File: config.mk
export PLATFORM = sky130hd
export DESIGN_NAME = key_matrix_sample_debounce
export DESIGN_NICKNAME = d
export VERILOG_FILES = /design/src/hdl/kmsd_pkg.sv /design/src/hdl/key_matrix_sample_debounce.sv /design/src/hdl/kmsd_history.sv
export SDC_FILE = /design/constraint.sdc
export NUM_CORES = 1
export LEC_CHECK = 0
export BUFFER_PORTS_ARGS = -buffer_cell sky130_fd_sc_hd__buf_4
export CAP_MARGIN = 15
export CORE_MARGIN = 2
export CORE_UTILIZATION = 55
export CTS_BUF_LIST = sky130_fd_sc_hd__clkbuf_8
export CTS_CLUSTER_SIZE = 30
export DETAILED_ROUTE_END_ITERATION = 7
export PLACE_DENSITY = 0.78
export RECOVER_POWER = 50
export SKIP_LAST_GASP = 1
export SLEW_MARGIN = 20
export SYNTH_ARGS = -nofsm -noshare
export SYNTH_HDL_FRONTEND = slang
export SYNTH_SLANG_ARGS = --single-unit
export TNS_END_PERCENT = 10
File: constraint.sdc
create_clock -name i_clk -period 4.9 [get_ports i_clk]
set_input_delay 0.49 -clock i_clk [delete_from_list [all_inputs] [get_ports i_clk]]
set_output_delay 0.49 -clock i_clk [all_outputs]
set_load 0.02 [all_outputs]
File: src/hdl/kmsd_pkg.sv
// Shared types and field widths for the key matrix sample debounce block.
// Used by kmsd_history and key_matrix_sample_debounce; no dependencies.
package kmsd_pkg;

    localparam int ROW_W = 3;
    localparam int KEY_W = 16;

    typedef struct packed {
        logic [ROW_W-1:0] row_index;
        logic [KEY_W-1:0] column_levels;
    } t_row_req;

    typedef struct packed {
        logic [ROW_W-1:0] result_row;
        logic [KEY_W-1:0] debounced_keys;
    } t_row_res;

endpackage

File: src/hdl/key_matrix_sample_debounce.sv
// Top level of the key matrix sample debounce block: request and result registers.
// Depends on kmsd_pkg and kmsd_history.
// Pipeline: an accepted request is registered in the input stage, and its result in the output stage.
// Throughput: one request per cycle while i_out_stall is low, limited by the single history update per cycle.
// Reset (synchronous, active low) clears all run counters, both pipeline valids
// and the polarity register (active-low columns).
module key_matrix_sample_debounce import kmsd_pkg::*; #(
    parameter int ROWS    = 8,
    parameter int COLS    = 16,
    parameter int SAMPLES = 4
) (
    input  logic     i_clk,
    input  logic     i_rst_n,
    input  logic     i_in_valid,
    output logic     o_in_stall,
    input  t_row_req i_in_req,
    output logic     o_out_valid,
    input  logic     i_out_stall,
    output t_row_res o_out_res,
    input  logic     i_cfg_valid,
    output logic     o_cfg_ready,
    input  logic     i_cfg_data
);

    localparam logic [KEY_W-1:0] COL_MASK =
        (COLS >= KEY_W) ? {KEY_W{1'b1}} : KEY_W'((32'd1 << COLS) - 32'd1);

    logic             r_active_high;
    logic             r_s1_valid;
    logic [ROW_W-1:0] r_s1_row;
    logic [KEY_W-1:0] r_s1_pressed;
    logic             r_s2_valid;
    t_row_res         r_s2_res;
    logic             w_adv2;
    logic             w_adv1;
    logic             w_in_acc;
    logic [KEY_W-1:0] w_pressed;
    logic [KEY_W-1:0] w_keys;

    assign w_adv2      = !r_s2_valid || !i_out_stall;
    assign w_adv1      = !r_s1_valid || w_adv2;
    assign o_in_stall  = !w_adv1;
    assign w_in_acc    = i_in_valid && w_adv1;
    assign o_cfg_ready = 1'b1;
    assign o_out_valid = r_s2_valid;
    assign o_out_res   = r_s2_res;

    assign w_pressed = (r_active_high ? i_in_req.column_levels
                                      : ~i_in_req.column_levels) & COL_MASK;

    kmsd_history #(
        .ROWS    (ROWS),
        .SAMPLES (SAMPLES)
    ) u_history (
        .i_clk     (i_clk),
        .i_rst_n   (i_rst_n),
        .i_update  (r_s1_valid && w_adv2),
        .i_row     (r_s1_row),
        .i_pressed (r_s1_pressed),
        .o_keys    (w_keys)
    );

    always_ff @(posedge i_clk) begin
        if (!i_rst_n) begin
            r_active_high <= 1'b0;
        end else if (i_cfg_valid && o_cfg_ready) begin
            r_active_high <= i_cfg_data;
        end
    end

    always_ff @(posedge i_clk) begin
        if (!i_rst_n) begin
            r_s1_valid <= 1'b0;
            r_s2_valid <= 1'b0;
        end else begin
            if (w_adv1) begin
                r_s1_valid <= i_in_valid;
            end
            if (w_adv2) begin
                r_s2_valid <= r_s1_valid;
            end
        end
    end

    always_ff @(posedge i_clk) begin
        if (w_in_acc) begin
            r_s1_row     <= i_in_req.row_index;
            r_s1_pressed <= w_pressed;
        end
        if (w_adv2 && r_s1_valid) begin
            r_s2_res.result_row     <= r_s1_row;
            r_s2_res.debounced_keys <= w_keys;
        end
    end

    a_accept_loads: assert property (@(posedge i_clk) disable iff (!i_rst_n)
        w_in_acc |=> r_s1_valid)
        else $error("accepted request not held in input stage");

    a_col_mask: assert property (@(posedge i_clk) disable iff (!i_rst_n)
        r_s2_valid |-> ((r_s2_res.debounced_keys & ~COL_MASK) == '0))
        else $error("debounced key beyond last column");

    a_cfg_write: assert property (@(posedge i_clk) disable iff (!i_rst_n)
        (i_cfg_valid && o_cfg_ready) |=> (r_active_high == $past(i_cfg_data)))
        else $error("polarity register not written");

endmodule

File: src/hdl/kmsd_history.sv
// Per-row, per-column run counters of consecutive pressed samples.
// Depends on kmsd_pkg; a key debounces as pressed once its run reaches SAMPLES.
module kmsd_history import kmsd_pkg::*; #(
    parameter int ROWS    = 8,
    parameter int SAMPLES = 4
) (
    input  logic             i_clk,
    input  logic             i_rst_n,
    input  logic             i_update,
    input  logic [ROW_W-1:0] i_row,
    input  logic [KEY_W-1:0] i_pressed,
    output logic [KEY_W-1:0] o_keys
);

    localparam int RIDX_W = (ROWS > 1) ? $clog2(ROWS) : 1;
    localparam int CNT_W  = $clog2(SAMPLES + 1);
    localparam logic [CNT_W-1:0] CNT_MAX = CNT_W'(SAMPLES);

    logic [CNT_W-1:0]  r_cnt [ROWS][KEY_W];
    logic [CNT_W-1:0]  n_cnt [KEY_W];
    logic [31:0]       w_row_ext;
    logic              w_hit;
    logic [RIDX_W-1:0] w_idx;

    always_comb begin
        w_row_ext = 32'(i_row);
        w_hit     = (w_row_ext < 32'(ROWS));
        w_idx     = w_hit ? w_row_ext[RIDX_W-1:0] : '0;
        for (int c = 0; c < KEY_W; c++) begin
            if (!i_pressed[c]) begin
                n_cnt[c] = '0;
            end else if (r_cnt[w_idx][c] == CNT_MAX) begin
                n_cnt[c] = CNT_MAX;
            end else begin
                n_cnt[c] = CNT_W'(r_cnt[w_idx][c] + 1'b1);
            end
            o_keys[c] = w_hit && (n_cnt[c] == CNT_MAX);
        end
    end

    always_ff @(posedge i_clk) begin
        if (!i_rst_n) begin
            for (int r = 0; r < ROWS; r++) begin
                for (int c = 0; c < KEY_W; c++) begin
                    r_cnt[r][c] <= '0;
                end
            end
        end else if (i_update && w_hit) begin
            r_cnt[w_idx] <= n_cnt;
        end
    end

    a_release_now: assert property (@(posedge i_clk) disable iff (!i_rst_n)
        i_update |-> ((o_keys & ~i_pressed) == '0))
        else $error("debounced key set without a pressed sample");

    a_bad_row_zero: assert property (@(posedge i_clk) disable iff (!i_rst_n)
        !w_hit |-> (o_keys == '0))
        else $error("row outside matrix gave pressed keys");

endmodule
# After elaboration in Yosys (flattened, before gate mapping)
# Memories as Yosys holds them, arrays and structs flattened. A register that Yosys moved wholly into a read port is not among the register bits.
# Index checks and enable logic that the tools add are counted.
# op_classes
n_addsub,16
n_bitwise,1
n_eq_ne,32
n_reduce_logical,9
muxes,41
# op_table
op,n
$mux 3,34
$eq 3x3->1 const B,32
$add 3x1->3 const B,16
$mux 48,1
$reduce_or 48->1,1
$mux 16,1
$not 16->16,1
$mux 1,5
$logic_not 1->1,4
$logic_and 1x1->1,2
$logic_or 1x1->1,2
# totals
output_inout_bits,22
mem_count,1
reg_bits,41
word_cells,107
inputBits,25
mem_bits_rw,384
# memory_table
memory,words,word_bits,read_ports,rd_ports_with_merged_regs,wr,line_no,source
u_history.r_cnt,8,48,1,1,8,kmsd_history.sv:19,logic [CNT_W-1:0] r_cnt [ROWS][KEY_W];

# Logic depth before layout (Yosys ltp)
# Gate-level depths: netlist (run 1).
# logic_depth
ltp_word,8
ltp_mapped,14
depth_no_buf,8

# Cells and area by module
# Synthesis (run 1) repeated with hierarchy kept, for this count alone.
# unflattened
hier_cells,1476
area_unflattened_um2,19279.7
# modules_own_cells
mod,seq_area_each_um2,area_per_inst_um2,cells_each,instances
kmsd_history,11531.1,17840.9,1407,1
key_matrix_sample_debounce,1201.2,1438.9,69,1

# Worst setup path before layout (run 1)
# Ideal clock, no wire load.
# synth_timing
path_type,in2reg
from,input port i_out_stall
to,memory u_history.r_cnt[3][0] (netlist name) (enable)
t_arrival_ps,2728
cell_stages,7
path_buffers,3
slack_ps,1766
required_ps,4493
path_cell_list,nand2_1 -> nand4_1 -> or3b_2 -> clkbuf_1 -> buf_1 -> clkbuf_1 -> nand2_1
# synth_rtl
item,line_no,source
from (decl),key_matrix_sample_debounce.sv:18,"input logic i_out_stall,"
to (decl),kmsd_history.sv:19,

==> summary.md, run 1 <==
| Metric | Value |
|---|---|
| Status | finished, violations left |
| Failing checks | max-capacitance violations, max-slew violations |
| H-Tree Depth | 3 |
| Worst setup margin | 0.692 ns |
| Initial antenna violation count | 0 |
| Avg WL per Cell | 24.6 um |
| # hold bufs at CTS | 0 |
| Cell variety after synth | 54 |
| Worst slew pin tran | 2.22 ns |
| GRT Util Overall | 26.0% |
| Nets | 1523 |
| Setup CP Type | reg -> reg |
| Final hold violations | 0 |
| Synthesis warning total | 0 |
| Core footprint | 36500 um2 |
| Post-Syn Area | 20300 um2 |
| Total power | 8.19 mW |
| Total CTS buffers | 70 |
| Final Critical Period | 4.21 ns |
| Post-DRT Antenna Nets | 0 |
| CTS tree | done |
| Gp weighted congestion | 0.808 |
| Post-DR vias/cell | 6.48 |
| Static leakage | 7.69 nW |
| # clock sinks | 428 |
| Tcrit/Tclk final | 85.9% |
| Fill cell count | 2749 |
| Dpl cell area | 21000 um2 |
| Die height | 196 um |
| Vias in the first global route | 13200 |
| Design area | 22100 um2 |
| Relative slew slack | -47.8% |
| Worst Setup End Kind | flip-flop |
| Synth top area cells | edfxtp_1 62%, mux4_2 6.2%, nor2_1 4.2% |
| Layout Skew | 0.0251 ns |
| CTS root buf | clkbuf_8 |
| Hold/Removal Path Class | in -> reg |
| DR DRC count | 0 |
| Crit-path max FO | 49 |
| First-pass GRT wire length | 74.9 mm |
| Worst hold margin | 0.108 ns |
| Clk pin slew, worst setup/hold paths | 0.06 ns |
| Cell area power density | 371 nW/um2 |
| Post-synth EDFFs | 422 |
| Maximum clock frequency | 238 MHz |
| Max rail drop VDD | 216 uV |
| Top FF cell, synth | edfxtp_1 |
| DP Worst Slack | 1.47 ns |
| Top cell type's share of synthesized area | 62.4% |
| Largest net degree at the start of global routing | 59 |
| Number of placement rows | 70 |
| Crit path required time | 5.21 ns |
| Final Max Slew Viols | 281 |
| Async SR Flop Fraction | 0% |
| Sum Neg Setup Slack | 0 ns |
| Vias | 12800 |
| 1st-iter DRT viols | 1333 |
| Top cells by count, synth | 422 x edfxtp_1, 228 x nor2_1, 95 x nor4_1 |
| Post-cts sizing count | 0 |
| Number of I/O pins | 47 |
| Die width | 196 um |
| Synth area leader | edfxtp_1 |
| Top-count cell post-synth | edfxtp_1 |
| Post-synthesis sequential area ratio | 63.0% |
| Grt ovf | 0 |
| Critical Path Source Type | flip-flop |
| Post-synthesis cell count | 1423 |
| Port bufs | 45 |
| Starting density of the core | 55.6% |
| Syn avg cell area | 14.3 um2 |
| Register bit total from synthesis | 428 |
| # diodes | 0 |
| Drt pass-1 iters | 5 |
| Synthesized net count | 1480 |
| Worst-skew pair later-pin latency | 0.60 ns |
| Max Root-Sink Buffers | 3 |
| Max_cap viols | 10 |
| Post-CTS Setup Bufs | 0 |
| Worst endpoint data arrival time | 4.52 ns |
| # setup viols final | 0 |
| Share of cells above drive strength 1 | 19.8% |
| Die area | 38500 um2 |
| RSZ-0062 raised after global routing | false |
| Drt total wl | 48.7 mm |
| P&R area growth vs syn | 8.75% |
| Final HPWL DP | 26.7 mm |
metrics by stage:
stage / utilization [%] / cells
finish: 60.5 / 1981
global route: 60.5 / 1981
CTS: 60.9 / 1981
detailed placement: 57.6 / 1862
global placement: 57.6 / 1862
floorplan: - / 1423
report_power, final:
| part | internal [mW] | leakage (nW) | total, mW | switching, mW |
|---|---|---|---|---|
| sequential | 4.19 | 4.39 | 4.28 | 0.0868 |
| clock | 1.42 | 0.698 | 2.79 | 1.37 |
| combinational | 0.390 | 2.60 | 1.13 | 0.744 |
| total | 6.00 | 7.69 | 8.19 | 2.20 |
critical path, stage by stage, from the launching register on:
cell,delay [ns]
edfxtp_1,0.57
or3b_2,0.28
clkbuf_2,1.18
nand2_1,1.31
buf_12,0.56
cell families after synthesis:
kind of cell / Yosys count / synth area share [%]
multiplexers: 168 / 12.1
adder cells (fa/ha/maj): 32 / 1.97
buffers and inverters: 170 / 3.83
other: 1 / 0.0185
XOR/XNOR: 16 / 0.690
flip-flops: 428 / 63.0
AND/OR/NAND/NOR: 446 / 10.9
AO/OA/AOI/OAI: 162 / 7.47
metal layers:
layer / part of all wire [%] / track usage (%) / vias up
met3: 8.9 / 4.59 / 89
li1: - / - / 5610
met2: 48 / 42.0 / 651
met4: 2.2 / 9.23 / 0
met1: 41 / 36.0 / 6485
met5: 0 / 0 / -
cell type report:
class	instances	area, um2	area share, %
Clock buffer	73	1000	4.55
Tap cell	468	586	2.65
Clock inverter	46	204	0.923
Sequential cell	428	12800	57.9
Multi-Input combinational cell	825	6760	30.6
Timing Repair Buffer	77	494	2.24
Inverter	64	240	1.09
worst paths after layout:
kind / to / cells after the start / start / slack, ns
setup / recovery: u_history.r_cnt[3][32]$_SDFFCE_PN0P_ / 4 / r_s1_row[1]$_DFFE_PP_ / 0.69
hold / removal: r_s1_row[2]$_DFFE_PP_ / 1 / i_in_req[18] / 0.11
setup reg to reg: u_history.r_cnt[3][32]$_SDFFCE_PN0P_ / 4 / r_s1_row[1]$_DFFE_PP_ / 0.69
hold reg to reg: o_out_res[16]$_DFFE_PN_ / 0 / r_s1_row[0]$_DFFE_PP_ / 0.52
layout by cell type (no fill, tap or decap), drive strengths merged, types with 17 or more instances in the layout:
master and instances:
nor3 32, nand2 26, nor2 228, nand3 17, clkinv 36, mux4 56, a22oi 20, o311ai 24
a21oi 45, edfxtp 422, ha 32, clkbuf 108, inv 73, mux2 31, buf 42, mux2i 81
nor4 96
registers in the layout, summed over array words and instances, names as in the netlist, named ones only:
signal / cells
o_out_res: 19
o_out_valid: 1
r_active_high: 1
r_s1_pressed: 16
r_s1_row: 3
r_s1_valid: 1
u_history.r_cnt: 384
No activity file was read; power rests on OpenSTA's default activity.
==> inputs of run 2 (changes only) <==
- RECOVER_POWER: 50 -> unset
==> run 2 against run 1 <==
Against the previous run:
- the flow now finishes without violations
- power about the same
- global-route usage unchanged
- combinational power about the same
- final cell count up 0.10%
- die area unchanged
- first-iteration DRC count up 0.75%
- clock power about the same
==> summary.md, run 2 (same netlist as run 1, synthesis figures left out) <==
| Metric | Value |
|---|---|
| P&R area growth vs syn | 9.50% |
| Final hold violations | 0 (unchanged) |
| Post-DRT Antenna Nets | 0 (unchanged) |
| Post-cts sizing count | 0 (unchanged) |
| Drt pass-1 iters | 5 (unchanged) |
| RSZ-0062 raised after global routing | false |
| Status | finished clean |
| Max Root-Sink Buffers | 3 (unchanged) |
| Design area | 22200 um2 (+0.69%) |
| Most frequent cells in the layout | 422 x edfxtp_1, 227 x nor2_1, 95 x nor4_1, 74 x buf_4, 73 x clkbuf_8 |
| Top sig layer | met4 |
| Crit path required time | 5.20 ns (about the same) |
| Die area | 38500 um2 (unchanged) |
| Starting density of the core | 55.6% (unchanged) |
| Grt ovf | 0 (unchanged) |
| DR DRC count | 0 (unchanged) |
| Critical Path Source Type | flip-flop |
| Met2 WL post-DR | 23.3 mm (-0.70%) |
| Number of I/O pins | 47 (unchanged) |
| Wl on met1 | 19.7 mm (-0.37%) |
| Drt total wl | 48.8 mm (+0.21%) |
| GRT Util Overall | 26.0% (unchanged) |
| Worst slew pin tran | 1.02 ns (-1.19 ns) |
| Worst-skew pair later-pin latency | 0.61 ns (about the same) |
| WL met3 | 4.55 mm (+5.2%) |
| Post-CTS Setup Bufs | 0 (unchanged) |
| Clk pin slew, worst setup/hold paths | 0.06 ns (about the same) |
| Largest net degree at the start of global routing | 59 (unchanged) |
| Tcrit/Tclk final | 69.5% (-16 points) |
| Sum Neg Setup Slack | 0 ns (unchanged) |
| Share of cells above drive strength 1 | 22.5% (+2.8 points) |
| Vias in the first global route | 13200 (unchanged) |
| Fill cell count | 2722 (-0.98%) |
| Avg WL per Cell | 24.6 um (+0.11%) |
| Final Max Slew Viols | 0 (-100%) |
| Die width | 196 um (unchanged) |
| Worst reg2reg endpoint | u_history.r_cnt[7][12]$_SDFFCE_PN0P_ |
| Core footprint | 36500 um2 (unchanged) |
| Nets | 1523 (unchanged) |
| Worst Setup End Kind | flip-flop |
| Final Critical Period | 3.41 ns (-0.802 ns) |
| Setup CP Type | reg -> reg |
| Vias | 12800 (+0.023%) |
| H-Tree Depth | 3 (unchanged) |
| Crit-path max FO | 29 (-41%) |
| CTS root buf | clkbuf_8 |
| Reg2Reg Setup Slack | 1.49 ns (+0.80 ns) |
| Dpl cell area | 21000 um2 (unchanged) |
| Hold/Removal Path Class | in -> reg |
| Hold path start | i_in_req[18] |
| Final HPWL DP | 26.7 mm (unchanged) |
| Gp weighted congestion | 0.808 (unchanged) |
| Die height | 196 um (unchanged) |
| 1st-iter DRT viols | 1343 (+0.75%) |
| Worst Hold Path EP | r_s1_row[2]$_DFFE_PP_ |
| First-pass GRT wire length | 74.9 mm (unchanged) |
| Layout Skew | 0.0251 ns (+0.0000482 ns) |
| # clock sinks | 428 (unchanged) |
| Placed cell count | 1862 (unchanged) |
| Max reg flops | 384 (unchanged) |
| Max_cap viols | 0 (-10) |
| Final std cells w/o fill | 1983 (+0.10%) |
| Initial antenna violation count | 0 (unchanged) |
| Port bufs | 45 (unchanged) |
| Maximum clock frequency | 294 MHz (+24%) |
| Worst r2r path cells | 7 (+3) |
| Max rail drop VDD | 217 uV (+0.16%) |
| Static leakage | 7.81 nW (+1.5%) |
| CTS tree | done |
| Post-DR vias/cell | 6.47 (about the same) |
| Number of placement rows | 70 (unchanged) |
| Worst endpoint data arrival time | 3.71 ns (-0.81 ns) |
| Reg with most FFs | u_history.r_cnt |
| Worst Hold Path Cells | 1 (unchanged) |
| Commonest non-fill, non-tap cell in the layout | edfxtp_1 |
| Cell area power density | 369 nW/um2 (-0.59%) |
| Layout Utilization | 60.9% (+0.42 points) |
| # hold bufs at CTS | 0 (unchanged) |
| Total CTS buffers | 70 (unchanged) |
| Relative slew slack | 31.5% (+79 points) |
| # setup viols final | 0 (unchanged) |
[run 2: cell count changes in the layout (fill, tap and decap cells not counted), moves of 2 or more]
cell and delta:
buf_4 +35, clkbuf_1 -31, nand2_1 -8, nand2_2 +8
clkbuf_2 -2, clkbuf_4 -2, diode_2 +2
[run 2: per-stage QoR]
step	hold slack, ns	worst slack, ns	power [mW]
5_1_grt	0.0747	1.21	8.50
6_report	0.0865	1.49	8.20
3_3_place_gp	0.488	1.60	5.44
2_1_floorplan	0.461	1.77	5.17
4_1_cts	0.0622	1.47	8.23
3_5_place_dp	0.519	1.47	5.48
[run 2: worst max path at each step]
stage | start | to | cells past startpoint
after global routing | flip-flop | u_history.r_cnt[3][19]$_SDFFCE_PN0P_ | 7
after global placement | flip-flop | u_history.r_cnt[3][14]$_SDFFCE_PN0P_ | 7
final | flip-flop | u_history.r_cnt[7][12]$_SDFFCE_PN0P_ | 7
after floorplan | i_out_stall | u_history.r_cnt[3][0]$_SDFFCE_PN0P_ | 7
after detailed placement | flip-flop | u_history.r_cnt[6][12]$_SDFFCE_PN0P_ | 7
after CTS | flip-flop | u_history.r_cnt[7][19]$_SDFFCE_PN0P_ | 7
[run 2: power breakdown]
group / total, mW / internal (mW) / leakage (nW) / switching [mW]
logic: 1.15 / 0.402 / 2.72 / 0.746
clock network: 2.78 / 1.42 / 0.698 / 1.36
registers: 4.27 / 4.18 / 4.39 / 0.0869
[run 2: cell type report]
cell class / instances / area [um2] / area share, %
multi-input cells: 825 / 6790 / 30.5
clock buffers: 73 / 1000 / 4.52
inverters: 64 / 240 / 1.08
clock inverters: 46 / 204 / 0.917
diodes: 2 / 5.00 / 0.0225
well taps: 468 / 586 / 2.63
flip-flops and latches: 428 / 12800 / 57.5
repair buffers: 77 / 616 / 2.77
[run 2: routing by layer]
layer | global-route usage, % | up-vias
met5 | 0 | -
met4 | 9.23 | 0
met3 | 4.59 | 102
met2 | 42.0 | 646
met1 | 36.0 | 6486
li1 | - | 5604
[run 2: critical path, stage by stage (launching register included)]
cell	delay, ns
dfxtp_4	0.71
buf_4	0.47
mux4_2	0.55
mux2i_1	0.31
ha_1	0.25
inv_1	0.09
o311ai_2	0.62
nor2_1	0.10
==> inputs of run 3 (changes only) <==
- PLACE_DENSITY: 0.78 -> 0.81
- clock period: 4.9 -> 2.9 ns (I/O delays scaled with it)
==> run 3 against run 2 <==
Against the previous run:
- critical path depth is 1 lower
- largest power group unchanged
- clock skew is 0.022 ns higher
- highest routed layer unchanged
- power is 76% higher
- final cell count is 4.3% higher
==> summary.md, run 3 (same netlist as run 1, synthesis figures left out) <==
| Metric | Value |
|---|---|
| Status | finished clean |
| Number of I/O pins | 47 (unchanged) |
| Critical Path Source Type | flip-flop |
| Final std cells w/o fill | 2069 (+4.3%) |
| Vias | 13400 (+4.7%) |
| Dpl cell area | 21700 um2 (+3.4%) |
| Die area | 38500 um2 (unchanged) |
| Drt pass-1 iters | 5 (unchanged) |
| Die height | 196 um (unchanged) |
| Final HPWL DP | 29.0 mm (+8.7%) |
| Layout Skew | 0.0469 ns (+0.0218 ns) |
| Worst endpoint data arrival time | 3.17 ns (-0.54 ns) |
| Most frequent cells in the layout | 422 x edfxtp_1, 227 x nor2_1, 116 x buf_4, 95 x nor4_1, 75 x clkbuf_8 |
| Critical-path cell list | buf_16, mux4_2, mux2i_2, ha_1, or2_1, a2111oi_2 |
| Max Root-Sink Buffers | 3 (unchanged) |
| Clk pin slew, worst setup/hold paths | 0.06 ns (about the same) |
| Worst-skew pair later-pin latency | 0.62 ns (about the same) |
| 1st-iter DRT viols | 1495 (+11%) |
| Avg WL per Cell | 24.9 um (+1.3%) |
| CP peak stage delay | 0.57 ns (-0.14 ns) |
| Layout Utilization | 63.7% (+2.8 points) |
| GRT Util Overall | 27.3% (+1.3 points) |
| Crit path required time | 3.28 ns (-1.92 ns) |
| Final Max Slew Viols | 0 (unchanged) |
| Maximum clock frequency | 358 MHz (+22%) |
| RSZ-0062 raised after global routing | true |
| Gp weighted congestion | 0.833 (+3.1%) |
| Total CTS buffers | 72 (+2.9%) |
| Vias in the first global route | 13700 (+4.0%) |
| # clock sinks | 428 (unchanged) |
| Die width | 196 um (unchanged) |
| Crit-path slowest cell | mux4_2 |
| Nets | 1609 (+5.6%) |
| Largest net degree at the start of global routing | 49 (-17%) |
| Port bufs | 45 (unchanged) |
| Reg with most FFs | u_history.r_cnt |
| # diodes | 0 (-2) |
| Fill cell count | 2498 (-8.2%) |
| Max reg flops | 384 (unchanged) |
| H-Tree Depth | 3 (unchanged) |
| Grt ovf | 0 (unchanged) |
| Design area | 23300 um2 (+4.7%) |
| Worst Setup End Kind | flip-flop |
| Final hold violations | 0 (unchanged) |
| First-pass GRT wire length | 78.4 mm (+4.6%) |
| P&R area growth vs syn | 14.6% |
| Hold/Removal Path Class | in -> reg |
| CTS root buf | clkbuf_8 |
| Placed cell count | 1924 (+3.3%) |
| # setup viols final | 0 (unchanged) |
| Static leakage | 8.33 nW (+6.6%) |
| Final Critical Period | 2.79 ns (-0.614 ns) |
| Cell area power density | 620 nW/um2 (+68%) |
| Core footprint | 36500 um2 (unchanged) |
| Initial antenna violation count | 0 (unchanged) |
| Post-CTS Setup Bufs | 0 (unchanged) |
| Post-DR vias/cell | 6.50 (+0.35%) |
| DR DRC count | 0 (unchanged) |
| Worst hold margin | 0.0339 ns (-0.0526 ns) |
| CTS tree | done |
| Tcrit/Tclk final | 96.3% (+27 points) |
| Number of placement rows | 70 (unchanged) |
| Commonest non-fill, non-tap cell in the layout | edfxtp_1 |
| Max rail drop VDD | 356 uV (+64%) |
| Share of cells above drive strength 1 | 25.9% (+3.3 points) |
| Drt total wl | 51.6 mm (+5.7%) |
| Post-DRT Antenna Nets | 0 (unchanged) |
| Relative slew slack | 43.9% (+12 points) |
| Setup CP Type | reg -> reg |
| Max_cap viols | 0 (unchanged) |
| Starting density of the core | 55.6% (unchanged) |
| Crit-path max FO | 46 (+59%) |
| Worst slew pin tran | 0.841 ns (-0.182 ns) |
-- run 3: where the power goes --
part | switching, mW | internal, mW | total (mW)
clock network | 2.42 | 2.58 | 4.99
logic | 1.36 | 0.887 | 2.25
registers | 0.123 | 7.07 | 7.19
-- run 3: repair_timing --
| action | 4_1_cts | 5_1_grt |
|---|---|---|
| hold buffers | 21 | 1 |
| endpoints found under the hold margin | 23 | 1 |
| endpoints found under the setup margin | 0 | 15 |
| gates resized for setup | 0 | 2 |
-- run 3: area by class of cell --
type | instances | area (um2) | share of cell area, %
clock buffer | 75 | 1030 | 4.43
clock inverter | 48 | 269 | 1.16
inverter | 64 | 240 | 1.03
multi-input combinational | 825 | 6800 | 29.2
sequential | 428 | 12800 | 55.0
tap | 468 | 586 | 2.52
timing repair buffer | 161 | 1560 | 6.70
-- run 3: worst paths after layout --
kind                             from                       end  slack, ns  depth (start not counted)
max                         flip-flop   o_out_res[15]$_DFFE_PN_       0.11                          6
min                           i_rst_n  o_out_valid$_SDFFE_PN0P_       0.03                          3
max reg2reg                 flip-flop   o_out_res[15]$_DFFE_PN_       0.11                          6
min reg2reg  o_out_valid$_SDFFE_PN0P_  o_out_valid$_SDFFE_PN0P_       0.55                          2
-- run 3: metal layers --
metal	up-vias	GRT usage (%)	share of wire [%]
li1	5787	-	-
met1	6605	36.6	37
met2	878	44.3	48
met3	172	5.09	11
met4	0	11.8	3.8
met5	-	0	0
-- run 3: metrics by stage --
stage | TNS [ns] | setup slack, ns | power, mW
3_5_place_dp | 0 | 0.123 | 9.50
2_1_floorplan | -14.78 | -0.149 | 8.74
3_3_place_gp | 0 | 0.145 | 9.40
4_1_cts | 0 | 0.0778 | 14.4
6_report | 0 | 0.108 | 14.4
5_1_grt | -0.113 | -0.0737 | 14.9
-- run 3: critical path, delay by kind of cell, from the launching register on --
| kind | cells | cell delay, ns |
|---|---|---|
| buf+inv | 1 | 0.30 |
| flops | 1 | 0.40 |
| compound gates | 1 | 0.42 |
| fa+ha+maj | 1 | 0.30 |
| mux | 2 | 0.83 |
| simple gates | 1 | 0.25 |
